<file path="config.mk">
export PLATFORM = sky130hd
export DESIGN_NAME = rc_pwm_to_joystick_axes
export DESIGN_NICKNAME = d
export VERILOG_FILES = /design/src/rtl/rpj_pkg.sv /design/src/rtl/rpj_regs.sv /design/src/rtl/rpj_div.sv /design/src/rtl/rc_pwm_to_joystick_axes.sv
export VERILOG_INCLUDE_DIRS = /design/src /design/src/rtl
export SDC_FILE = /design/constraint.sdc
export NUM_CORES = 1
export LEC_CHECK = 0
export BUFFER_PORTS_ARGS = -buffer_cell sky130_fd_sc_hd__buf_4
export CORE_MARGIN = 4
export CORE_UTILIZATION = 48
export DETAILED_ROUTE_END_ITERATION = 6
export GPL_ROUTABILITY_DRIVEN = 0
export GPL_TIMING_DRIVEN = 1
export SETUP_SLACK_MARGIN = 0.1
export SYNTH_ARGS = -nofsm -noshare
export SYNTH_HDL_FRONTEND = slang
export SYNTH_HIERARCHICAL = 1
export SYNTH_SLANG_ARGS = --single-unit
</file>
<file path="constraint.sdc">
create_clock -name clk -period 16.1 [get_ports clk]
set_input_delay 1.61 -clock clk [delete_from_list [all_inputs] [get_ports clk]]
set_output_delay 1.61 -clock clk [all_outputs]
set_load 0.03 [all_outputs]
</file>
<file path="src/rtl/rc_pwm_to_joystick_axes_defines.svh">
// Assertion macros shared by the joystick axis block.
`ifndef RC_PWM_TO_JOYSTICK_AXES_DEFINES_SVH
`define RC_PWM_TO_JOYSTICK_AXES_DEFINES_SVH

// Same-cycle implication, sampled on clk, off while rst_n is low.
`define RPJ_ASSERT_NOW(label, ante, cons) \
    label: assert property (@(posedge clk) disable iff (!rst_n) (ante) |-> (cons)) \
        else $error("rpj assertion failed");

// Next-cycle implication, sampled on clk, off while rst_n is low.
`define RPJ_ASSERT_NEXT(label, ante, cons) \
    label: assert property (@(posedge clk) disable iff (!rst_n) (ante) |=> (cons)) \
        else $error("rpj assertion failed");

`endif

</file>
<file path="src/rtl/rpj_pkg.sv">
// Types and constants of the RC pulse width to joystick axis block.
package rpj_pkg;

    localparam int PADDR_W = 5;
    localparam int NUM_W   = 26;   // |w - mid| * 16384 fits in 26 bits
    localparam int DEN_W   = 11;   // |delta| is at most 2047
    localparam int STEP_W  = 5;

    localparam logic signed [15:0] Q14_ONE     = 16'sd16384;
    localparam logic        [14:0] Q14_ONE_MAG = 15'd16384;

    // Register indexes on the configuration port.
    localparam logic [2:0] REG_PWM_MAX        = 3'd0;
    localparam logic [2:0] REG_PWM_MIN        = 3'd1;
    localparam logic [2:0] REG_DEADZONE       = 3'd2;
    localparam logic [2:0] REG_AXIS_MAP       = 3'd3;
    localparam logic [2:0] REG_AXIS_REVERSE   = 3'd4;
    localparam logic [2:0] REG_BUTTON_MAP     = 3'd5;
    localparam logic [2:0] REG_BUTTON_REVERSE = 3'd6;

    // Reset values of the registers.
    localparam logic [11:0] RST_PWM_MAX        = 12'd2000;
    localparam logic [11:0] RST_PWM_MIN        = 12'd1000;
    localparam logic [7:0]  RST_DEADZONE       = 8'd2;
    localparam logic [15:0] RST_AXIS_MAP       = 16'h3210;
    localparam logic [3:0]  RST_AXIS_REVERSE   = 4'h0;
    localparam logic [7:0]  RST_BUTTON_MAP     = 8'h54;
    localparam logic [1:0]  RST_BUTTON_REVERSE = 2'h0;

    typedef struct packed {
        logic [11:0] pwm_max;
        logic [11:0] pwm_min;
        logic [7:0]  deadzone;
        logic [15:0] axis_map;
        logic [3:0]  axis_reverse;
        logic [7:0]  button_map;
        logic [1:0]  button_reverse;
    } cfg_t;

    typedef struct packed {
        logic             start;
        logic             neg;
        logic             zero;
        logic [NUM_W-1:0] num_mag;
        logic [DEN_W-1:0] den_mag;
    } div_req_t;

    typedef struct packed {
        logic               done;
        logic signed [15:0] value;
    } div_rsp_t;

    typedef enum logic [2:0] {
        ST_IDLE,
        ST_CHECK,
        ST_FETCH,
        ST_SCALE,
        ST_DIVIDE,
        ST_EMIT
    } state_t;

endpackage

</file>
<file path="src/rtl/rpj_regs.sv">
// APB register file holding the clamp, deadzone, map and reverse settings.
module rpj_regs (
    input  logic                          clk,
    input  logic                          rst_n,
    input  logic                          psel,
    input  logic                          penable,
    input  logic                          pwrite,
    input  logic [rpj_pkg::PADDR_W-1:0]   paddr,
    input  logic [31:0]                   pwdata,
    output logic [31:0]                   prdata,
    output logic                          pready,
    output rpj_pkg::cfg_t                 cfg
);
    import rpj_pkg::*;

    cfg_t       cfg_reg;
    cfg_t       cfg_next;
    logic [2:0] index;
    logic       wr_en;

    assign index  = paddr[4:2];
    assign wr_en  = psel && penable && pwrite;
    assign pready = 1'b1;
    assign cfg    = cfg_reg;

    always_comb
    begin
        cfg_next = cfg_reg;
        if (wr_en)
        begin
            unique case (index)
                REG_PWM_MAX:        cfg_next.pwm_max        = pwdata[11:0];
                REG_PWM_MIN:        cfg_next.pwm_min        = pwdata[11:0];
                REG_DEADZONE:       cfg_next.deadzone       = pwdata[7:0];
                REG_AXIS_MAP:       cfg_next.axis_map       = pwdata[15:0];
                REG_AXIS_REVERSE:   cfg_next.axis_reverse   = pwdata[3:0];
                REG_BUTTON_MAP:     cfg_next.button_map     = pwdata[7:0];
                REG_BUTTON_REVERSE: cfg_next.button_reverse = pwdata[1:0];
                default:            cfg_next = cfg_reg;
            endcase
        end
    end

    always_comb
    begin
        unique case (index)
            REG_PWM_MAX:        prdata = {20'd0, cfg_reg.pwm_max};
            REG_PWM_MIN:        prdata = {20'd0, cfg_reg.pwm_min};
            REG_DEADZONE:       prdata = {24'd0, cfg_reg.deadzone};
            REG_AXIS_MAP:       prdata = {16'd0, cfg_reg.axis_map};
            REG_AXIS_REVERSE:   prdata = {28'd0, cfg_reg.axis_reverse};
            REG_BUTTON_MAP:     prdata = {24'd0, cfg_reg.button_map};
            REG_BUTTON_REVERSE: prdata = {30'd0, cfg_reg.button_reverse};
            default:            prdata = 32'd0;
        endcase
    end

    always_ff @(posedge clk or negedge rst_n)
    begin
        if (!rst_n)
        begin
            cfg_reg.pwm_max        <= RST_PWM_MAX;
            cfg_reg.pwm_min        <= RST_PWM_MIN;
            cfg_reg.deadzone       <= RST_DEADZONE;
            cfg_reg.axis_map       <= RST_AXIS_MAP;
            cfg_reg.axis_reverse   <= RST_AXIS_REVERSE;
            cfg_reg.button_map     <= RST_BUTTON_MAP;
            cfg_reg.button_reverse <= RST_BUTTON_REVERSE;
        end
        else
        begin
            cfg_reg <= cfg_next;
        end
    end

endmodule

</file>
<file path="src/rtl/rpj_div.sv">
// Shared restoring divider, one quotient bit a cycle, with Q1.14 saturation.
module rpj_div (
    input  logic              clk,
    input  logic              rst_n,
    input  rpj_pkg::div_req_t req,
    output rpj_pkg::div_rsp_t rsp
);
    import rpj_pkg::*;

    logic [NUM_W-1:0]  qd_reg, qd_next;
    logic [DEN_W-1:0]  rem_reg, rem_next;
    logic [DEN_W-1:0]  den_reg, den_next;
    logic [STEP_W-1:0] cnt_reg, cnt_next;
    logic              busy_reg, busy_next;
    logic              done_reg, done_next;
    logic              neg_reg, neg_next;
    logic              zero_reg, zero_next;

    logic [DEN_W:0]    trial;
    logic [DEN_W:0]    diff;
    logic              ge;
    logic [14:0]       mag;

    assign trial = {rem_reg, qd_reg[NUM_W-1]};
    assign ge    = trial >= {1'b0, den_reg};
    assign diff  = trial - {1'b0, den_reg};

    always_comb
    begin
        qd_next   = qd_reg;
        rem_next  = rem_reg;
        den_next  = den_reg;
        cnt_next  = cnt_reg;
        busy_next = busy_reg;
        neg_next  = neg_reg;
        zero_next = zero_reg;
        done_next = 1'b0;
        if (req.start)
        begin
            qd_next   = req.num_mag;
            rem_next  = '0;
            den_next  = req.den_mag;
            cnt_next  = STEP_W'(NUM_W - 1);
            busy_next = 1'b1;
            neg_next  = req.neg;
            zero_next = req.zero;
        end
        else if (busy_reg)
        begin
            rem_next = ge ? diff[DEN_W-1:0] : trial[DEN_W-1:0];
            qd_next  = {qd_reg[NUM_W-2:0], ge};
            cnt_next = cnt_reg - 1'b1;
            if (cnt_reg == '0)
            begin
                busy_next = 1'b0;
                done_next = 1'b1;
            end
        end
    end

    // Quotient magnitude saturates at one, then takes the sign.
    assign mag = (qd_reg > NUM_W'(Q14_ONE_MAG)) ? Q14_ONE_MAG : qd_reg[14:0];

    always_comb
    begin
        rsp.done = done_reg;
        if (zero_reg)
            rsp.value = '0;
        else if (neg_reg)
            rsp.value = -$signed({1'b0, mag});
        else
            rsp.value = $signed({1'b0, mag});
    end

    always_ff @(posedge clk or negedge rst_n)
    begin
        if (!rst_n)
        begin
            busy_reg <= 1'b0;
            done_reg <= 1'b0;
            cnt_reg  <= '0;
        end
        else
        begin
            busy_reg <= busy_next;
            done_reg <= done_next;
            cnt_reg  <= cnt_next;
        end
    end

    always_ff @(posedge clk)
    begin
        qd_reg   <= qd_next;
        rem_reg  <= rem_next;
        den_reg  <= den_next;
        neg_reg  <= neg_next;
        zero_reg <= zero_next;
    end

endmodule

</file>
<file path="src/rtl/rc_pwm_to_joystick_axes.sv">
// Top level: RC pulse widths to normalized joystick axis and button results.
//
//  Channel   Direction  Handshake                       Payload
//  input     in         in_valid / in_ready             channel, pulse_width, end_of_frame
//  output    out        out_valid / out_ready           is_button, slot, axis_value,
//                                                       button_value, last
//  config    in         psel, penable, pwrite, pready   paddr, pwdata, prdata
//
// A sample that ends no frame, or ends a frame with nothing changed, passes the
// transfer and then a compare with the held width.
// A frame end with a change then produces AXES + BUTTONS results, each passing
// through fetch, scale, 26 steps of the shared divider and emit; the divider
// steps take up most of the run.
// Reset clears the valid bits of the held widths at once; no clearing pass.
// A result waits in the output register while the sequencer goes on; the
// sequencer stalls only when the next result finds that register still full.
`include "rc_pwm_to_joystick_axes_defines.svh"

module rc_pwm_to_joystick_axes #(
    parameter int CHANNELS = 16,
    parameter int AXES     = 4,
    parameter int BUTTONS  = 2
) (
    input  logic                        clk,
    input  logic                        rst_n,
    // input sample transfer
    input  logic                        in_valid,
    output logic                        in_ready,
    input  logic [3:0]                  channel,
    input  logic [15:0]                 pulse_width,
    input  logic                        end_of_frame,
    // result transfer
    output logic                        out_valid,
    input  logic                        out_ready,
    output logic                        is_button,
    output logic [1:0]                  slot,
    output logic signed [15:0]          axis_value,
    output logic signed [1:0]           button_value,
    output logic                        last,
    // configuration port
    input  logic                        psel,
    input  logic                        penable,
    input  logic                        pwrite,
    input  logic [rpj_pkg::PADDR_W-1:0] paddr,
    input  logic [31:0]                 pwdata,
    output logic [31:0]                 prdata,
    output logic                        pready
);
    import rpj_pkg::*;

    localparam int TOTAL = AXES + BUTTONS;
    localparam int IDX_W = $clog2(TOTAL);
    localparam int CH_W  = (CHANNELS > 1) ? $clog2(CHANNELS) : 1;
    localparam logic [IDX_W-1:0] IDX_LAST = IDX_W'(TOTAL - 1);
    localparam logic [IDX_W-1:0] IDX_AXES = IDX_W'(AXES);
    localparam logic [4:0]       CH_LIM   = 5'(CHANNELS);

    cfg_t     cfg;
    div_req_t div_req;
    div_rsp_t div_rsp;

    rpj_regs u_regs (
        .clk     (clk),
        .rst_n   (rst_n),
        .psel    (psel),
        .penable (penable),
        .pwrite  (pwrite),
        .paddr   (paddr),
        .pwdata  (pwdata),
        .prdata  (prdata),
        .pready  (pready),
        .cfg     (cfg)
    );

    rpj_div u_div (
        .clk   (clk),
        .rst_n (rst_n),
        .req   (div_req),
        .rsp   (div_rsp)
    );

    // Sequencer and sample registers.
    state_t            state_reg, state_next;
    logic [3:0]        ch_reg;
    logic [15:0]       pw_reg;
    logic              eof_reg;
    logic              flag_reg, flag_next;
    logic [IDX_W-1:0]  idx_reg, idx_next;

    // Held pulse widths: a small memory with one registered read port and a
    // valid bit per entry, so that an entry never written reads as zero.
    logic [15:0]         mem [CHANNELS];
    logic [CHANNELS-1:0] vld_reg;
    logic [15:0]         rd_data_reg;
    logic                rd_valid_reg;
    logic                rd_ok_reg;
    logic [3:0]          rd_ch;
    logic                rd_en;
    logic                mem_we;

    // Output register.
    logic               out_valid_reg, out_valid_next;
    logic               is_button_reg;
    logic [1:0]         slot_reg;
    logic signed [15:0] axis_value_reg;
    logic signed [1:0]  button_value_reg;
    logic               last_reg;
    logic               out_load;

    // Current result: group, slot, mapped channel and reverse bit.
    logic       cur_btn;
    logic [1:0] cur_slot;
    logic [3:0] map_ch;
    logic       cur_rev;

    assign cur_btn  = idx_reg >= IDX_AXES;
    assign cur_slot = cur_btn ? 2'(idx_reg - IDX_AXES) : 2'(idx_reg);
    assign map_ch   = cur_btn ? cfg.button_map[{cur_slot[0], 2'b00} +: 4]
                              : cfg.axis_map[{cur_slot, 2'b00} +: 4];
    assign cur_rev  = cur_btn ? cfg.button_reverse[cur_slot[0]]
                              : cfg.axis_reverse[cur_slot];

    assign rd_ch = (state_reg == ST_IDLE) ? channel : map_ch;
    assign rd_en = ((state_reg == ST_IDLE) && in_valid) || (state_reg == ST_FETCH);

    // Change detection against the held width of the sampled channel.
    logic [15:0]        held;
    logic signed [16:0] chg_diff;
    logic [16:0]        chg_abs;
    logic               chg;
    logic               ch_in_range;

    assign held        = rd_valid_reg ? rd_data_reg : 16'd0;
    assign chg_diff    = $signed({1'b0, pw_reg}) - $signed({1'b0, held});
    assign chg_abs     = chg_diff[16] ? 17'(-chg_diff) : 17'(chg_diff);
    assign ch_in_range = {1'b0, ch_reg} < CH_LIM;
    assign chg         = ch_in_range && (chg_abs > {9'd0, cfg.deadzone});

    // Clamp, center snap and scale operands as 18-bit signed values; the magnitudes are unsigned.
    logic signed [17:0] w, hi, lo, dz, mid, span, dlt, wc, num;
    logic [17:0]        num_abs, dlt_abs;

    assign w    = rd_ok_reg ? ((rd_valid_reg) ? $signed({2'b00, rd_data_reg}) : 18'sd0)
                            : 18'sd0;
    assign hi   = $signed({6'd0, cfg.pwm_max});
    assign lo   = $signed({6'd0, cfg.pwm_min});
    assign dz   = $signed({10'd0, cfg.deadzone});
    assign mid  = (hi + lo) >>> 1;
    assign span = hi - lo;
    // Halving that truncates toward zero for an inverted clamp pair.
    assign dlt  = (span < 0) ? ((span + 18'sd1) >>> 1) : (span >>> 1);

    always_comb
    begin
        priority if (w > hi)
            wc = hi;
        else if (w < lo)
            wc = lo;
        else if ((w < mid + dz) && (w > mid - dz))
            wc = mid;
        else
            wc = w;
    end

    assign num     = wc - mid;
    assign num_abs = (num < 0) ? 18'(-num) : 18'(num);
    assign dlt_abs = (dlt < 0) ? 18'(-dlt) : 18'(dlt);

    // Final value of the current result.
    logic signed [15:0] res_val;
    logic signed [1:0]  res_btn;

    assign res_val = cur_rev ? -div_rsp.value : div_rsp.value;

    always_comb
    begin
        priority if (!cur_btn)
            res_btn = 2'sd0;
        else if (res_val == Q14_ONE)
            res_btn = 2'sd1;
        else if (res_val == -Q14_ONE)
            res_btn = -2'sd1;
        else
            res_btn = 2'sd0;
    end

    assign out_load = (state_reg == ST_EMIT) && (!out_valid_reg || out_ready);

    // Next state.
    always_comb
    begin
        state_next = state_reg;
        unique case (state_reg)
            ST_IDLE:
                if (in_valid)
                    state_next = ST_CHECK;
            ST_CHECK:
                state_next = (eof_reg && (flag_reg || chg)) ? ST_FETCH : ST_IDLE;
            ST_FETCH:
                state_next = ST_SCALE;
            ST_SCALE:
                state_next = ST_DIVIDE;
            ST_DIVIDE:
                if (div_rsp.done)
                    state_next = ST_EMIT;
            ST_EMIT:
                if (out_load)
                    state_next = (idx_reg == IDX_LAST) ? ST_IDLE : ST_FETCH;
            default:
                state_next = ST_IDLE;
        endcase
    end

    // Sequencer outputs.
    always_comb
    begin
        in_ready        = 1'b0;
        mem_we          = 1'b0;
        flag_next       = flag_reg;
        idx_next        = idx_reg;
        div_req.start   = 1'b0;
        div_req.neg     = (num < 0) ^ (dlt < 0);
        div_req.zero    = (dlt == 0);
        div_req.num_mag = {num_abs[11:0], 14'd0};
        div_req.den_mag = dlt_abs[DEN_W-1:0];
        unique case (state_reg)
            ST_IDLE:
                in_ready = 1'b1;
            ST_CHECK:
            begin
                mem_we = chg;
                if (eof_reg && (flag_reg || chg))
                begin
                    flag_next = 1'b0;
                    idx_next  = '0;
                end
                else
                begin
                    flag_next = flag_reg || chg;
                end
            end
            ST_SCALE:
                div_req.start = 1'b1;
            ST_EMIT:
                if (out_load && (idx_reg != IDX_LAST))
                    idx_next = idx_reg + 1'b1;
            default:
            begin
                in_ready = 1'b0;
            end
        endcase
    end

    always_comb
    begin
        if (out_load)
            out_valid_next = 1'b1;
        else if (out_ready)
            out_valid_next = 1'b0;
        else
            out_valid_next = out_valid_reg;
    end

    always_ff @(posedge clk or negedge rst_n)
    begin
        if (!rst_n)
        begin
            state_reg     <= ST_IDLE;
            flag_reg      <= 1'b0;
            idx_reg       <= '0;
            vld_reg       <= '0;
            rd_valid_reg  <= 1'b0;
            rd_ok_reg     <= 1'b0;
            out_valid_reg <= 1'b0;
        end
        else
        begin
            state_reg     <= state_next;
            flag_reg      <= flag_next;
            idx_reg       <= idx_next;
            out_valid_reg <= out_valid_next;
            if (mem_we)
                vld_reg[ch_reg[CH_W-1:0]] <= 1'b1;
            if (rd_en)
            begin
                rd_ok_reg    <= {1'b0, rd_ch} < CH_LIM;
                rd_valid_reg <= vld_reg[rd_ch[CH_W-1:0]];
            end
        end
    end

    always_ff @(posedge clk)
    begin
        if (mem_we)
            mem[ch_reg[CH_W-1:0]] <= pw_reg;
        if (rd_en)
            rd_data_reg <= mem[rd_ch[CH_W-1:0]];
        if (in_valid && in_ready)
        begin
            ch_reg  <= channel;
            pw_reg  <= pulse_width;
            eof_reg <= end_of_frame;
        end
        if (out_load)
        begin
            is_button_reg    <= cur_btn;
            slot_reg         <= cur_slot;
            axis_value_reg   <= res_val;
            button_value_reg <= res_btn;
            last_reg         <= (idx_reg == IDX_LAST);
        end
    end

    assign out_valid    = out_valid_reg;
    assign is_button    = is_button_reg;
    assign slot         = slot_reg;
    assign axis_value   = axis_value_reg;
    assign button_value = button_value_reg;
    assign last         = last_reg;

    // Axis results never carry a button value.
    `RPJ_ASSERT_NOW(a_axis_no_button, out_valid && !is_button, button_value == 2'sd0)
    // Every result stays within plus and minus one in Q1.14.
    `RPJ_ASSERT_NOW(a_value_range, out_valid, (axis_value <= Q14_ONE) && (axis_value >= -Q14_ONE))
    // The run always closes on a button result.
    `RPJ_ASSERT_NOW(a_last_is_button, out_valid && last, is_button)
    // An accepted sample is always followed by the change check, where the input is not ready.
    `RPJ_ASSERT_NEXT(a_busy_after_accept, in_valid && in_ready, !in_ready)

endmodule

</file>
After elaboration in Yosys (flattened, before gate mapping). Memory sizes are Yosys's and may differ from the RTL's. A register that Yosys moved wholly into a read port is not among the register bits. Cells that the tools add are included.

Bits in registers: 188. Output and inout port bits: 57. Word-level logic and storage cells: 177. RAM bits: 256. Memories kept: 1.

Magnitude comparators: 16. Bitwise operators: 3. Equality and inequality tests: 20. Shift-type cells: 2. Reductions and logical operators: 30. $add $sub $neg: 16. Mux-type cells: 57.

Memories: mem (words 16, bits a word 16, rd ports 1, clocked after memory_dff 1, write ports 1, line rc_pwm_to_joystick_axes.sv:92) `logic [15:0] mem [CHANNELS];`.

Operators with widths (number): $mux W16 (7); $pmux W16 S7 (1); $mux W18 (3); $mux W26 (2); $lt A18 B1 Y1 const B (2); $logic_not A32 Y1 (1); $gt A26 B15 Y1 const B (1); $mux W11 (2); $mux W1 (21); $eq A3 B3 Y1 const B (6); $pmux W3 S6 (1); $sub A18 B13 Y18 (1); $gt A17 B13 Y1 (1); $gt A17 B8 Y1 (1); $mux W17 (1); $neg A17 Y17 (1); $sub A16 B16 Y17 (1); $eq A16 B15 Y1 const B (1); $eq A16 B16 Y1 const B (1); $gt A16 B12 Y1 (1); $lt A16 B12 Y1 (1); $lt A16 B13 Y1 (1); $neg A15 Y16 (1); $neg A16 Y16 (1); 47 further kinds (84).

Longest topological paths before layout. Gate-level depths: netlist of run 1.

Word-level depth: 11. Mapped depth: 44.

By module. Netlist of run 1, hierarchy kept.

Modules (own cells, without submodules): rc_pwm_to_joystick_axes (area each 20454.6 um^2, cells an instance 1793, times used 1, sequential area each 10109.7 um^2); rpj_div (area each 3372.0 um^2, cells an instance 320, times used 1, sequential area each 1566.5 um^2); rpj_regs (area each 3113.0 um^2, cells an instance 236, times used 1, sequential area each 1576.5 um^2).

Worst setup path after synthesis of run 1. No wires, ideal clock.

Path type: register to register. Start point: reg u_regs.cfg_reg (netlist bit u_regs/cfg[41]). End point: reg u_div.qd_reg[25] (data pin). Path buffers: 3. Stages on the path, launching flop included: 42. Library setup time: 260 ps. Path slack: 7808 ps. Arrival time: 8032 ps. Data required time: 15840 ps. Cell sequence: dfstp_2 -> inv_1 -> ha_1 -> clkbuf_1 -> inv_1 -> xnor2_1 -> inv_1 -> ha_1 -> clkbuf_1 -> a21o_1 -> a21oi_1 -> o21ai_0 -> and2_1 -> o41ai_1 -> nand3_1 -> xnor2_1 -> ha_1 -> a21o_1 -> [... 6 more ...] -> mux2_2 -> buf_4 -> mux2i_1 -> a21oi_1 -> ha_1 -> inv_1 -> fa_1 -> a21o_1 -> a21oi_1 -> o21ai_0 -> a2111oi_0 -> o31ai_1 -> a21oi_1 -> xor2_1 -> a31oi_1 -> xor2_1 -> o21a_1 -> mux2_2.

RTL lines: start: declaration (line rpj_regs.sv:16) `cfg_t cfg_reg;`; start signal: assignment (line rpj_regs.sv:72) `cfg_reg <= cfg_next;`; end signal: assignment (line rpj_div.sv:93) `qd_reg <= qd_next;`; end: declaration (line rpj_div.sv:10) `logic [NUM_W-1:0] qd_reg, qd_next;`.

==> results.json, run 1 <==
{
  "slew_headroom_pct": 18.3,
  "avgSynthCellArea_sq_um": 11.5,
  "rrSetupSlack_ns": 6.17,
  "die_area_sq_um": 60000,
  "finalCriticalPeriod_ns": 9.93,
  "r2r-end": "u_div/qd_reg[18]$_DFFE_PP_",
  "syn-instance-count": 2349,
  "path_class": "register to register",
  "firstDrtPassIters": 6,
  "drtIter0Drc": 1523,
  "fin_tns_setup_ns": 0,
  "grt.total_usage_pct": 23.3,
  "crit_arrival_ns": 10.27,
  "synth_cell_type_count": 99,
  "place_ws_ns": 6.39,
  "layout_commonest_cell": "edfxtp_1",
  "postCtsSetupBuffers": 0,
  "cts.root.buffer_cell": "clkbuf_16",
  "via_per_inst": 5.91,
  "start_util_pct": 48.7,
  "reg2reg_from": "u_regs/cfg[41]$_DFFE_PN1P_",
  "ys_ff_latch": 460,
  "async_flop_share_pct": 20.7,
  "outcome": "finished, final reports clean",
  "worstSetupEndpointType": "register",
  "critPathMaxStageDelay_ns": 0.64,
  "grt_max_degree": 65,
  "layout_common_cells": "354 x edfxtp_1, 175 x nand2_1, 150 x ha_1",
  "ff2ff_path_depth": 37,
  "cts_hold_repair.buffers": 0,
  "wl_per_cell_microns": 22.2,
  "die_width_microns": 245,
  "first_global_vias": 18600,
  "slew_violations": 0,
  "vias": 19000,
  "io_pins": 122,
  "grt.overflow.total": 0,
  "ant_nets": 0,
  "clk_latency_ns": 0.60,
  "crit_start": "u_regs/cfg[41]$_DFFE_PN1P_",
  "timing.fmax_mhz": 101,
  "post_route_cells_drive_above_1_share_pct": 16.2,
  "power_density_nw_per_um2": 230,
  "utilization_pct": 54.6,
  "seq_area_frac_synth_pct": 49.2,
  "synth_edf_count": 354,
  "drt-total-wl_mm": 71.5,
  "htree_levels": 2,
  "rsz0062_at_grt": "false",
  "synthFlopType": "edfxtp_1",
  "antenna_found_initial": 3,
  "place.port_buffers": 86,
  "n_antenna_cell": 0,
  "nNetsFinal": 2647,
  "clk_pin_slew_ns": 0.06,
  "worst_pin_slew_ns": 1.23,
  "cts.sinks": 460,
  "crit_top_cell": "o21ai_0",
  "dp.final_hpwl_mm": 50.1,
  "worstHoldStart": "vld_reg[3]$_DFFE_PN0P_",
  "skew_ns": 0.0218,
  "cp_max_fo": 12,
  "hp-class": "register to register",
  "min_period_over_period_pct": 61.7,
  "grt_pass1_wl_mm": 109,
  "setup_viol": 0,
  "crit_path_start_kind": "register",
  "crit_required_ns": 16.44,
  "area_growth_pct": 12.1,
  "syn_area_sq_um": 26900,
  "largest_register_ff_count": 256,
  "cts_resized": 0,
  "setup_ws_ns": 6.17,
  "cts_buffers": 51,
  "clockBufferDepth": 3,
  "leakage_nw": 11.7,
  "core_area_sq_um": 55300,
  "hold_viol": 0,
  "endpoint": "u_div/qd_reg[18]$_DFFE_PP_",
  "fp-row-count": 86,
  "route.detailed.drc": 0,
  "cts_tree": "yes",
  "slowest_stage": "o41ai_1",
  "maxCapViolCount": 0,
  "vdd.ir_drop.worst_mv": 0.132,
  "ys_warn_count": 6,
  "die_h_microns": 245
}
layout make-up:
cell class | count | area (sq um)
fill | 4762 | 25100
sequential | 460 | 13300
multi-input combinational | 1667 | 12900
clock buffer | 67 | 1430
tap | 748 | 936
timing repair buffer | 124 | 931
inverter | 121 | 454
clock inverter | 28 | 330
per-layer routing:
layer	share of wire [%]	GRT usage, %	up-vias
met2	48	39.6	489
li1	-	-	8931
met5	0.057	0	-
met4	3.5	8.09	6
met1	43	30.6	9432
met3	5.1	3.68	150
worst min path at each step:
stage | end | slack (ns) | cells past startpoint
after floorplan | vld_reg[11]$_DFFE_PN0P_ | 0.42 | 1
after detailed placement | vld_reg[7]$_DFFE_PN0P_ | 0.45 | 1
after CTS | vld_reg[7]$_DFFE_PN0P_ | 0.46 | 1
after global placement | vld_reg[7]$_DFFE_PN0P_ | 0.44 | 1
final | vld_reg[3]$_DFFE_PN0P_ | 0.46 | 1
after global routing | vld_reg[2]$_DFFE_PN0P_ | 0.48 | 1
through the flow:
stage	hold WS, ns	area, sq um	total power [W]	instances
floorplan	0.425	27000	0.00472	2377
global placement	0.440	28500	0.00562	3120
detailed placement	0.447	28500	0.00573	3120
CTS	0.461	30200	0.00697	3215
global route	0.475	30200	0.00746	3215
finish	0.455	30200	0.00696	3215
power by group:
part	internal (W)	switching, W	leakage, nW
Clock	0.000723	0.000489	0.846
Combinational	0.00158	0.00233	6.36
Sequential	0.00160	0.000234	4.47
synthesized netlist by cell type, types with 72 or more instances:
master    instances  area (sq um)
dfrtp_1          75          1880
a21oi_1         102           510
o21ai_0          72           360
nand2_1         175           657
inv_1           121           454
a211oi_1         75           563
xnor2_1          82           718
nor2_1          121           454
mux2i_1         100          1000
edfxtp_1        354         10600
mux2_2           84           946
ha_1            150          1880
worst max-delay path: cells and delay by family (launching register included):
kind	cells	cell delay [ns]
AO/OA/AOI/OAI	15	3.83
AND/OR/NAND/NOR	10	1.85
adder cells (fa/ha/maj)	4	1.45
multiplexers	3	0.86
XOR/XNOR	2	0.71
flip-flops	1	0.58
buffers and inverters	3	0.37
cells by family (layout without fill, tap and decap cells):
| group | after synthesis | after routing | share of synthesized area (%) |
|---|---|---|---|
| buffers and inverters | 250 | 340 | 4.06 |
| DFF | 460 | 460 | 49.2 |
| muxes | 216 | 216 | 9.62 |
| AOI/OAI and AO/OA | 506 | 506 | 13.2 |
| other | 3 | 31 | 0.0418 |
| and+or+nand+nor | 641 | 641 | 12.5 |
| xor gates and xnor gates | 116 | 116 | 3.80 |
| adders and majority gates | 157 | 157 | 7.49 |
(Power assumes the default switching activity.)
==> run 2, diff against run 1 <==
PLACE_DENSITY = 0.67   (was unset)
clock period = 8.17 ns   (was 16.1 ns; I/O delays follow)
==> run 2 against run 1 <==
  * Count of clock-buffer cells in the layout shrank 5
  * Final cell count grew 2.8%
  * Maximum frequency is 26% higher
  * Register-to-register slack worse by 5.9 ns
  * Critical path depth rose by 3
  * Wire length down 1.2%
  * Global-route usage decreased by 0.27 points
  * Critical path type unchanged
  * Largest power group unchanged
  * Non-clock buffer count is 94 higher
  * Clock skew increased by 0.018 ns
  * Utilization up 1.6 points
==> results.json, run 2 (synthesis results as in run 1) <==
{
  "io_pins": 122,
  "outcome": "finished, final reports clean",
  "cts_hold_repair.buffers": 0,
  "cp_num_buf_inv": 4,
  "worstSetupEndpointType": "register",
  "area_growth_pct": 15.4,
  "fill_cells": 4641,
  "ant_nets": 0,
  "route.detailed.drc": 0,
  "skew_ns": 0.0397,
  "grt_pass1_wl_mm": 109,
  "rsz0062_at_grt": "true",
  "vdd.ir_drop.worst_mv": 0.370,
  "multi_input_area_sq_um": 13200,
  "setup_viol": 0,
  "whs_ns": 0.193,
  "crit_path_start_kind": "register",
  "crit_top_cell": "a21o_1",
  "crit_required_ns": 8.52,
  "htree_levels": 2,
  "cp_max_fo": 3,
  "placed_cell_area_sq_um": 29100,
  "nNetsFinal": 2738,
  "grt.total_usage_pct": 23.0,
  "min_period_over_period_pct": 96.6,
  "grt.overflow.total": 0,
  "hold_viol": 0,
  "clockBufferDepth": 3,
  "finalCriticalPeriod_ns": 7.89,
  "antenna_found_initial": 2,
  "via_per_inst": 5.89,
  "finalPower_w": 0.0144,
  "wl_per_cell_microns": 21.4,
  "cts.root.buffer_cell": "clkbuf_16",
  "clk_latency_ns": 0.61,
  "layout_common_cells": "354 x edfxtp_1, 217 x buf_4, 175 x nand2_1",
  "die_width_microns": 245,
  "fp-row-count": 86,
  "first_global_vias": 19000,
  "slew_violations": 0,
  "leakage_nw": 12.1,
  "slew_headroom_pct": 16.4,
  "largest_register_ff_count": 256,
  "drtIter0Drc": 1462,
  "timing.fmax_mhz": 127,
  "die_h_microns": 245,
  "final_area_sq_um": 31100,
  "crit_arrival_ns": 8.24,
  "core_area_sq_um": 55300,
  "cts.sinks": 460,
  "place.port_buffers": 86,
  "drt-total-wl_mm": 70.7,
  "die_area_sq_um": 60000,
  "worst_pin_slew_ns": 1.25,
  "dp.final_hpwl_mm": 50.6,
  "path_class": "register to register",
  "post_route_cells_drive_above_1_share_pct": 21.3,
  "slowest_stage": "fa_2",
  "hp-class": "input port to asynchronous set/reset pin",
  "clk_pin_slew_ns": 0.06,
  "cts_buffers": 48,
  "register_area_sq_um": 13300,
  "vias": 19500,
  "layout_commonest_cell": "edfxtp_1",
  "critical_path.top_delay_family": "compound AO/OA/AOI/OAI gates",
  "cts_tree": "yes",
  "maxCapViolCount": 0,
  "power_density_nw_per_um2": 464,
  "critPathMaxStageDelay_ns": 0.41,
  "grt_max_degree": 72,
  "firstDrtPassIters": 5,
  "start_util_pct": 48.7
}
run 2: cell types whose count changed in the layout (fill, tap and decap cells not counted), sizes merged:
cell	before	now
buf	124	218
bufinv	6	4
clkbuf	67	62
clkinv	18	17
diode	0	2
inv	122	125
run 2: area by class of cell:
| class | instances | share of cell area, % |
|---|---|---|
| sequential | 460 | 42.6 |
| timing repair buffer | 218 | 5.29 |
| tap | 748 | 3.01 |
| clock inverter | 28 | 0.934 |
| clock buffer | 62 | 4.13 |
| multi-input combinational | 1667 | 42.5 |
| inverter | 121 | 1.46 |
| antenna | 2 | 0.0161 |
run 2: timing repair:
item	in CTS	in global routing
pin swaps	3	34
buffers inserted	2	6
resized for setup	18	59
endpoints found under the setup margin	8	12
run 2: per-stage QoR:
stage          setup slack [ns]  setup TNS [ns]  instances  utilization [%]
2_1_floorplan             0.180               0       2377                -
3_5_place_dp             -0.179          -0.455       3206             52.6
4_1_cts                  0.0818               0       3298             55.6
3_3_place_gp            -0.0190         -0.0190       3206             52.6
6_report                  0.276               0       3306             56.2
5_1_grt                  -0.144          -0.289       3306             56.2
run 2: report_power, final:
part | switching [W] | internal, W
combinational | 0.00486 | 0.00381
sequential | 0.000423 | 0.00315
clock | 0.000933 | 0.00125
run 2: worst reg2reg max path: cells and delay by family, from the launching register on:
kind,cells,cell delay [ns]
mux,3,0.71
fa+ha+maj,6,1.67
simple gates,4,0.44
buf+inv,4,0.36
flops,1,0.39
xor+xnor,4,0.73
compound gates,19,3.39
run 2: per-layer routing:
layer / part of all wire, % / GRT usage [%] / routed length (microns) / vias up
li1: - / - / - / 9109
met2: 50 / 40.4 / 35100 / 525
met5: 0 / 0 / 0 / -
met3: 4.7 / 3.05 / 3290 / 117
met4: 3.0 / 6.91 / 2150 / 0
met1: 43 / 30.0 / 30100 / 9723
run 2: final timing paths:
kind / startpoint / cells past startpoint / slack (ns) / end
hold reg to reg: vld_reg[7]$_DFFE_PN0P_ / 1 / 0.46 / vld_reg[7]$_DFFE_PN0P_
max in group asynchronous: rst_n / 2 / 6.72 / u_regs/cfg[48]$_DFFE_PN0P_
setup reg to reg: u_regs/cfg[38]$_DFFE_PN0P_ / 40 / 0.28 / u_div/qd_reg[25]$_DFFE_PP_
min in group clk: pulse_width[9] / 1 / 0.38 / pw_reg[9]$_DFFE_PP_
hold / removal: rst_n / 1 / 0.19 / u_div/cnt_reg[0]$_DFFE_PN0P_
setup / recovery: u_regs/cfg[38]$_DFFE_PN0P_ / 40 / 0.28 / u_div/qd_reg[25]$_DFFE_PP_
